===== src/sv/tcd_pkg.sv =====
// Shared types and constants for the textured column drawer.
`timescale 1ns / 1ps
`default_nettype none

package tcd_pkg;

  localparam int TEXTURE_DEPTH_DEF = 256;
  localparam int PLAIN_WRAP        = 128;
  localparam int FRAC_BITS         = 16;

  localparam logic [7:0] PLAIN_MASK = 8'(PLAIN_WRAP - 1);

  // Field widths fixed by the interface
  localparam int CMD_W   = 3;
  localparam int COL_W   = 12;
  localparam int ROW_W   = 11;
  localparam int FIX_W   = 32;
  localparam int MODE_W  = 2;
  localparam int IDX_W   = 16;
  localparam int BYTE_W  = 8;
  localparam int ADDR_W  = 23;
  localparam int CFG_W   = 13;
  localparam int CFG_IDX_W = 2;
  localparam int TINT_DEPTH = 65536;
  localparam int MAP_DEPTH  = 256;

  typedef enum logic [CMD_W-1:0] {
    CMD_BEGIN = 3'd0,
    CMD_PIXEL = 3'd1,
    CMD_TEXEL = 3'd2,
    CMD_LIGHT = 3'd3,
    CMD_XLAT  = 3'd4,
    CMD_TINT  = 3'd5
  } cmd_t;

  typedef enum logic [2:0] {
    OP_NONE,
    OP_PIXEL,
    OP_TEXEL,
    OP_LIGHT,
    OP_XLAT,
    OP_TINT
  } op_kind_t;

  localparam logic [CFG_IDX_W-1:0] REG_CENTER_ROW   = 2'd0;
  localparam logic [CFG_IDX_W-1:0] REG_WINDOW_X     = 2'd1;
  localparam logic [CFG_IDX_W-1:0] REG_WINDOW_Y     = 2'd2;
  localparam logic [CFG_IDX_W-1:0] REG_SCREEN_WIDTH = 2'd3;

  localparam int MODE_TRANSLUCENT_BIT = 0;
  localparam int MODE_TRANSLATED_BIT  = 1;

  // One word travelling down the lookup pipeline
  typedef struct packed {
    op_kind_t            kind;
    logic [IDX_W-1:0]    index;
    logic [BYTE_W-1:0]   value;
    logic [IDX_W-1:0]    quot;     // estimated table_index / TEXTURE_DEPTH
    logic [MODE_W-1:0]   mode;
    logic [ADDR_W-1:0]   address;
    logic [ROW_W-1:0]    row;
    logic                last;
    logic [BYTE_W-1:0]   under;
  } op_t;

endpackage

`default_nettype wire


===== src/sv/tcd_front.sv =====
// Command decode, column state, configuration registers and texel index.
`timescale 1ns / 1ps
`default_nettype none

module tcd_front import tcd_pkg::*; #(
  parameter int TEXTURE_DEPTH = TEXTURE_DEPTH_DEF
) (
  input  logic                             clk,
  input  logic                             rst,
  input  logic                             adv,
  input  logic                             cfg_write,
  input  logic [CFG_IDX_W-1:0]             cfg_index,
  input  logic [CFG_W-1:0]                 cfg_data,
  input  logic                             cmd_valid,
  input  logic [CMD_W-1:0]                 command,
  input  logic [COL_W-1:0]                 column,
  input  logic [ROW_W-1:0]                 top_row,
  input  logic [ROW_W-1:0]                 bottom_row,
  input  logic signed [FIX_W-1:0]          texture_mid,
  input  logic signed [FIX_W-1:0]          inverse_scale,
  input  logic [MODE_W-1:0]                draw_mode,
  input  logic [IDX_W-1:0]                 table_index,
  input  logic [BYTE_W-1:0]                table_value,
  input  logic [BYTE_W-1:0]                under_pixel,
  output op_t                              op,
  output logic [$clog2(TEXTURE_DEPTH)-1:0] tex_index
);

  localparam int TEX_AW = $clog2(TEXTURE_DEPTH);
  localparam logic [16:0] RECIP = 17'(65536 / TEXTURE_DEPTH);
  localparam logic [10:0] DEPTH_V = 11'(TEXTURE_DEPTH);

  logic [ROW_W-1:0]  center_row;
  logic [COL_W-1:0]  window_x;
  logic [ROW_W-1:0]  window_y;
  logic [CFG_W-1:0]  screen_width;

  logic [FIX_W-1:0]  fraction;
  logic [FIX_W-1:0]  frac_step;
  logic [ADDR_W-1:0] cur_addr;
  logic [ROW_W-1:0]  cur_row;
  logic [ROW_W-1:0]  end_row;
  logic [MODE_W-1:0] active_mode;
  logic              active;

  logic [ROW_W:0]    diff;
  logic [FIX_W-1:0]  diff_ext;
  logic [FIX_W-1:0]  start_prod;
  logic [FIX_W-1:0]  start_frac;
  logic [ROW_W:0]    row_sum;
  logic [24:0]       base_prod;
  logic [24:0]       start_sum;
  logic [7:0]        ip_bits;
  logic [7:0]        raw_idx;
  logic [10:0]       wrapped;
  logic [32:0]       quot_prod;
  logic              at_end;
  op_t               op_next;

  // start fraction: texture_mid + (top_row - center_row) * step, mod 2^32
  assign diff       = {1'b0, top_row} - {1'b0, center_row};
  assign diff_ext   = {{(FIX_W-ROW_W-1){diff[ROW_W]}}, diff};
  assign start_prod = diff_ext * $unsigned(inverse_scale);
  assign start_frac = $unsigned(texture_mid) + start_prod;

  assign row_sum   = {1'b0, top_row} + {1'b0, window_y};
  assign base_prod = row_sum * screen_width;
  assign start_sum = base_prod + {13'd0, window_x} + {13'd0, column};

  // integer part of the fraction; plain modes wrap, translated keep 8 bits
  assign ip_bits = fraction[FRAC_BITS +: 8];
  assign raw_idx = active_mode[MODE_TRANSLATED_BIT] ? ip_bits : (ip_bits & PLAIN_MASK);
  assign wrapped = ({3'd0, raw_idx} >= DEPTH_V) ? ({3'd0, raw_idx} - DEPTH_V)
                                                : {3'd0, raw_idx};

  // reciprocal estimate, low by at most one; finished in the lookup stage
  assign quot_prod = table_index * RECIP;

  assign at_end = cur_row == end_row;

  always_comb begin
    op_next         = '0;
    op_next.kind    = OP_NONE;
    op_next.index   = table_index;
    op_next.value   = table_value;
    op_next.quot    = quot_prod[31:16];
    op_next.mode    = active_mode;
    op_next.address = cur_addr;
    op_next.row     = cur_row;
    op_next.last    = at_end;
    op_next.under   = under_pixel;
    if (cmd_valid) begin
      case (cmd_t'(command))
        CMD_PIXEL: op_next.kind = active ? OP_PIXEL : OP_NONE;
        CMD_TEXEL: op_next.kind = OP_TEXEL;
        CMD_LIGHT: op_next.kind = OP_LIGHT;
        CMD_XLAT:  op_next.kind = OP_XLAT;
        CMD_TINT:  op_next.kind = OP_TINT;
        default:   op_next.kind = OP_NONE;
      endcase
    end
  end

  always_ff @(posedge clk) begin
    if (rst) begin
      center_row   <= 11'd84;
      window_x     <= '0;
      window_y     <= '0;
      screen_width <= 13'd320;
    end else if (cfg_write) begin
      case (cfg_index)
        REG_CENTER_ROW:   center_row   <= cfg_data[ROW_W-1:0];
        REG_WINDOW_X:     window_x     <= cfg_data[COL_W-1:0];
        REG_WINDOW_Y:     window_y     <= cfg_data[ROW_W-1:0];
        REG_SCREEN_WIDTH: screen_width <= cfg_data;
        default: ;
      endcase
    end
  end

  always_ff @(posedge clk) begin
    if (rst) begin
      fraction    <= '0;
      frac_step   <= '0;
      cur_addr    <= '0;
      cur_row     <= '0;
      end_row     <= '0;
      active_mode <= '0;
      active      <= 1'b0;
      op.kind     <= OP_NONE;
    end else if (adv) begin
      op        <= op_next;
      tex_index <= wrapped[TEX_AW-1:0];
      if (cmd_valid) begin
        case (cmd_t'(command))
          CMD_BEGIN: begin
            fraction    <= start_frac;
            frac_step   <= $unsigned(inverse_scale);
            cur_addr    <= start_sum[ADDR_W-1:0];
            cur_row     <= top_row;
            end_row     <= bottom_row;
            active_mode <= draw_mode;
            active      <= bottom_row >= top_row;
          end
          CMD_PIXEL: begin
            if (active) begin
              if (at_end) begin
                active <= 1'b0;
              end else begin
                cur_row <= cur_row + 1'b1;
              end
              cur_addr <= cur_addr + {10'd0, screen_width};
              fraction <= fraction + frac_step;
            end
          end
          default: ;
        endcase
      end
    end
  end

endmodule

`default_nettype wire


===== config.mk =====
export PLATFORM = sky130hd
export DESIGN_NAME = tcd_front
export DESIGN_NICKNAME = d
export VERILOG_FILES = /design/src/sv/tcd_pkg.sv /design/src/sv/tcd_front.sv
export SDC_FILE = /design/constraint.sdc
export NUM_CORES = 1
export LEC_CHECK = 0
export CAP_MARGIN = 15
export CORE_MARGIN = 1
export CORE_UTILIZATION = 35
export DETAILED_ROUTE_END_ITERATION = 16
export DONT_BUFFER_PORTS = 1
export PLACE_DENSITY = 0.5
export SYNTH_ARGS = -nofsm -noshare
export SYNTH_HDL_FRONTEND = slang
export SYNTH_SLANG_ARGS = --single-unit

===== constraint.sdc =====
create_clock -name clk -period 9.1 [get_ports clk]
set_input_delay 0.91 -clock clk [delete_from_list [all_inputs] [get_ports clk]]
set_output_delay 0.91 -clock clk [all_outputs]
set_load 0.005 [all_outputs]

# ---- Yosys cells after proc, flatten, opt, wreduce, memory -nomap -nowiden
# Index checks and enable logic that the tools add are counted.
dict set report totals {
  regBits 247
  input_bits 155
  word_cells 70
}
dict set report op_classes {
  add_sub_neg 8
  mul 2
  order_cmp 1
  n_eq_ne 11
  mux 13
  bitwise_logic 1
  reduce_logical 12
}
# op n
set op_table {}
lappend op_table {{$add 32x32->32} 2}
lappend op_table {{$pmux 32 s2} 1}
lappend op_table {{$add 23x12->23} 2}
lappend op_table {{$pmux 23 s2} 1}
lappend op_table {{$mul 12x32->32} 1}
lappend op_table {{$mux 32} 1}
lappend op_table {{$add 23x13->23} 1}
lappend op_table {{$mul 12x13->23} 1}
lappend op_table {{$mux 23} 1}
lappend op_table {{$mux 11} 2}
lappend op_table {{$pmux 11 s2} 1}
lappend op_table {{$pmux 3 s5} 1}
lappend op_table {{$add 11x11->12} 1}
lappend op_table {{$sub 11x11->12} 1}
lappend op_table {{$add 11x1->11 const B} 1}
lappend op_table {{$eq 11x11->1} 1}
lappend op_table {{$ge 11x11->1} 1}
lappend op_table {{$reduce_and 2->1} 5}
lappend op_table {{$eq 3x2->1 const B} 2}
lappend op_table {{$eq 3x3->1 const B} 2}
lappend op_table {{$reduce_and 3->1} 2}
lappend op_table {{$reduce_and 5->1} 1}
lappend op_table {{$eq 2x2->1 const B} 2}
lappend op_table {{$ne 2x2->1 const B} 2}
lappend op_table {{other kinds (10)} 12}

# ---- Longest topological paths before layout
dict set report depth {
  word_depth 5
  depth_mapped 33
  mapped_depth_nobuf 32
}

# ---- Least setup slack after synthesis
# OpenSTA, ideal clock, no wires.
dict set report synth_timing {
  path_kind {in2reg}
  startpoint {in top_row[0]}
  endpoint {reg fraction[23]}
  setup_time_ps 120
  t_arrival_ps 7677
  required_time_ps 8980
  slack_ps 1303
  path_stages 32
  n_path_buf 1
  cell_sequence {inv_1 ha_1 inv_1 fa_1 a211oi_2 nor2_1 or2_1 o41ai_4 nand3_1 o311ai_0 clkbuf_1 nand2_1 fa_1 fa_1 inv_1 fa_1 inv_1 fa_1 inv_1 fa_1 ha_1 xor2_1 xnor2_1 xnor2_1 xnor2_1 xnor2_1 xnor2_1 xnor3_1 xnor2_1 xnor3_1 xor2_1 a211o_1}
}
dict set report synth_via {
  elab_chain_cells 4
}
# element line_no
set synth_lines {}
lappend synth_lines {{from (decl)} tcd_front.sv:17} ;# input logic [ROW_W-1:0] top_row,
lappend synth_lines {{$sub 11x11->12} tcd_front.sv:61} ;# assign diff = {1'b0, top_row} - {1'b0, center_row};
lappend synth_lines {{$mul 12x32->32} tcd_front.sv:63} ;# assign start_prod = diff_ext * $unsigned(inverse_scale);
lappend synth_lines {{$add 32x32->32} tcd_front.sv:64} ;# assign start_frac = $unsigned(texture_mid) + start_prod;
lappend synth_lines {{$pmux 32 s2} tcd_front.sv:135} ;# case (cmd_t'(command))
lappend synth_lines {{to (signal assigned)} tcd_front.sv:137} ;# fraction <= start_frac;
lappend synth_lines {{to (signal assigned)} tcd_front.sv:153} ;# fraction <= fraction + frac_step;
lappend synth_lines {{to (decl)} tcd_front.sv:38} ;# logic [FIX_W-1:0] fraction;
# No other way between the ends.
# A chain may end at the register's enable or synchronous reset.

# ---- Worst setup path in the final report
dict set report layout_timing {
  startpoint {reg window_y[0]}
  endpoint {reg cur_addr[22]}
}
dict set report layout_via {
  elab_chain_cells 5
}
# element line_no
set layout_lines {}
lappend layout_lines {{from (decl)} tcd_front.sv:35} ;# logic [ROW_W-1:0] window_y;
lappend layout_lines {{from (signal assigned)} tcd_front.sv:114} ;# REG_WINDOW_Y: window_y <= cfg_data[ROW_W-1:0];
lappend layout_lines {{$add 11x11->12} tcd_front.sv:66} ;# assign row_sum = {1'b0, top_row} + {1'b0, window_y};
lappend layout_lines {{$mul 12x13->23} tcd_front.sv:67} ;# assign base_prod = row_sum * screen_width;
lappend layout_lines {{$add 23x12->23 (2 in a row)} tcd_front.sv:68} ;# assign start_sum = base_prod + {13'd0, window_x} + {13'd0, column};
lappend layout_lines {{$pmux 23 s2} tcd_front.sv:135}
lappend layout_lines {{to (signal assigned)} tcd_front.sv:139} ;# cur_addr <= start_sum[ADDR_W-1:0];
lappend layout_lines {{to (signal assigned)} tcd_front.sv:152} ;# cur_addr <= cur_addr + {10'd0, screen_width};
lappend layout_lines {{to (decl)} tcd_front.sv:40} ;# logic [ADDR_W-1:0] cur_addr;
# No other way between the ends.

==> results.md <==
- IO Port Bufs: 0
- Initial DRC Count: 865
- Net switching power: 4620 uW
- GPL Wtd Cong: 0.829
- Initial Util: 35.3%
- Switching Share: 47.7%
- Top Ports: 251
- Post-synth ARST share: 0%
- Final Cell Area: 25500 um^2
- Clock power frac: 11.9%
- Clk sinks: 223
- R2R setup slack: 1020 ps
- CTS tree: built
- Final period utilization: 88.8%
- Flop pwr share: 11.6%
- Post-synthesis sequential area ratio: 22.1%
- First-pass GRT wire length: 105000 um
- Post-CTS setup buffers: 0
- Commonest non-fill, non-tap cell in the layout: nand2_1
- Final ANT Viol Nets: 0
- Power Total: 9690 uW
- Crit path DAT: 8560 ps
- Worst relative slew slack: 25.9%
- Fin. Hold Viols: 0
- Cells after Synth: 2648
- Delay-heaviest family, CP: adder cells
- Pwr Density: 380 nW/um^2
- Slew Viols, Final: 0
- Die area: 68800 um^2
- CP endpoint kind: flop
- Cell-internal power: 5070 uW
- Combinational share of power: 76.6%
- Vias in the first global route: 18600
- Die Wd: 262 um
- CTS root buffer: clkbuf_16
- Syn avg cell area: 8.96 um^2
- Critical Setup Path Class: reg2reg
- Ys flop type: dfxtp_1
- Crit-path slowest cell: fa_1
- Syn. warnings: 0
- Post-layout min period: 8080 ps
- Status: complete, no violations
- Num rows: 95
- Placement Cell Area: 24500 um^2
- Final #Nets: 3262
- H-tree levels: 1
- Lkg Pwr: 0.0115 uW
- Type of origin of the critical path: flop
- Crit path buffers/inverters: 5
- GRT Total Usage: 19.3%
- RSZ-0062 raised after global routing: false
- Initial antenna violation count: 1
- Flops & latches, synth: 223
- Setup TNS: 0 ps
- Vias per cell: 5.07
- Most frequent cells in the layout: nand2_1 (464), inv_1 (381), fa_1 (314)
- Core Footprint: 67200 um^2
- Largest net degree at the start of global routing: 151
- CTS Buf Count: 29
- WL final: 65400 um
- Share of post-route cells with drive strength above 1: 3.69%
- Final Util: 38.0%
- Worst VDD drop: 0.000531 V
- Cts hold-fix bufs: 0
- Total number of vias: 17700
- Area grow syn2layout: 7.57%
- Post-synthesis cell area: 23700 um^2
- Worst Skew: 42.3 ps
- Max_cap viols: 0
- Final Setup Violations: 0
- Hold Crit Class: in2reg
- Required @ worst endpoint: 9580 ps
- Worst stage delay on the critical path: 560 ps
- Worst-path fanout max: 9
- EDFF count, synth: 77
- Clk_lat worst skew: 600 ps
- Reg clk slew, reported paths: 60 ps
- Cts repair resizes: 0
- Die extent in y: 262 um
- Least-Margin Pin Slew: 1110 ps
- # DRC: 0
- CP most frequent cell: fa_1
- GRT overflow: 0
- Unique cell type count in the Yosys netlist: 70
- Post-DP HPWL: 50700 um
- FMAX: 0.124 GHz
- Pre-Repair DR Iteration Count: 5
- Routed wire per std cell: 18.8 um
- Max Buffers Root-to-Sink: 3
[routing by layer]
metal	up-vias	GRT usage, %	share of wire [%]
li1	8363	-	-
met1	8835	25.5	45
met2	375	32.2	47
met3	77	3.53	5.5
met4	0	5.26	2.3
met5	-	0	0
[kinds of logic (layout without fill, tap and decap cells)]
logic type / Yosys count / after routing / share of synthesized area (%)
AO/OA/AOI/OAI: 399 / 399 / 10.6
adder cells (fa/ha/maj): 525 / 525 / 37.6
AND/OR/NAND/NOR: 867 / 867 / 16.6
flip-flops: 223 / 223 / 22.1
XOR/XNOR: 107 / 107 / 4.13
other: 1 / 14 / 0.0158
multiplexers: 12 / 12 / 0.507
buffers and inverters: 514 / 464 / 8.39
[final cells by class]
type | instances | area, um^2
antenna | 6 | 15.0
clock buffer | 40 | 797
clock inverter | 14 | 153
fill | 6738 | 41600
inverter | 381 | 1430
multi-input combinational | 1918 | 16600
sequential | 223 | 5240
tap | 873 | 1090
timing repair buffer | 29 | 218
[path summary, 6_finish.rpt]
| kind | from | end | cells past startpoint |
|---|---|---|---|
| setup / recovery | window_y[0]$_SDFFE_PP0P_ | cur_addr[22]$_SDFFE_PP0P_ | 29 |
| hold / removal | rst | op[86]$_SDFFE_PP0P_ | 1 |
| setup reg to reg | window_y[0]$_SDFFE_PP0P_ | cur_addr[22]$_SDFFE_PP0P_ | 29 |
| hold reg to reg | active_mode[0]$_SDFFE_PP0P_ | op[43]$_DFFE_PP_ | 0 |
[metrics by stage]
step,hold slack (ps),worst slack [ps],std cells
3_5_place_dp,419,491,3424
4_1_cts,384,1020,3478
6_report,422,1020,3484
2_1_floorplan,408,1300,2655
5_1_grt,385,407,3479
3_3_place_gp,416,554,3424
[sequential cells by signal (all words and copies together) (netlist names), 12 cells and up]
signal / cells
window_x: 12
frac_step: 24
cur_addr: 23
screen_width: 13
fraction: 24
op: 72
[synthesized netlist by cell type (all sizes together), types with 9 or more instances]
library cell / number / area, um^2
ha: 211 / 2640
nand4: 11 / 68.8
fa: 314 / 6290
edfxtp: 77 / 2310
inv: 381 / 1430
o21ai: 62 / 310
a31oi: 12 / 81.3
nor2: 111 / 417
mux2i: 12 / 120
a311oi: 12 / 105
nand2: 466 / 1750
and2: 90 / 563
a21oi: 160 / 808
nor2b: 19 / 119
nand3: 29 / 145
a211o: 9 / 78.8
a211oi: 27 / 208
dfxtp: 146 / 2920
a21o: 33 / 248
clkbuf: 115 / 433
o21a: 20 / 150
nor3: 37 / 185
xor2: 21 / 184
and3: 12 / 75.1
o21bai: 10 / 75.1
nand2b: 47 / 294
or3: 13 / 81.3
buf: 18 / 128
xnor2: 83 / 727
[power by group through the flow]
stage | clock network [uW] | logic, uW | registers (uW)
3_3_place_gp | 0 | 7470 | 1140
2_1_floorplan | 0 | 5790 | 1120
3_5_place_dp | 0 | 7530 | 1140
5_1_grt | 1230 | 8540 | 1130
4_1_cts | 1190 | 7610 | 1120
6_report | 1150 | 7420 | 1120
[worst reg2reg max path, delay by kind of cell, from the launching register on]
family,cells,cell delay [ps]
AO/OA/AOI/OAI,9,1800
XOR/XNOR,1,520
adder cells (fa/ha/maj),9,3940
buffers and inverters,5,490
flip-flops,1,330
AND/OR/NAND/NOR,5,860
(Power assumes the default switching activity.)
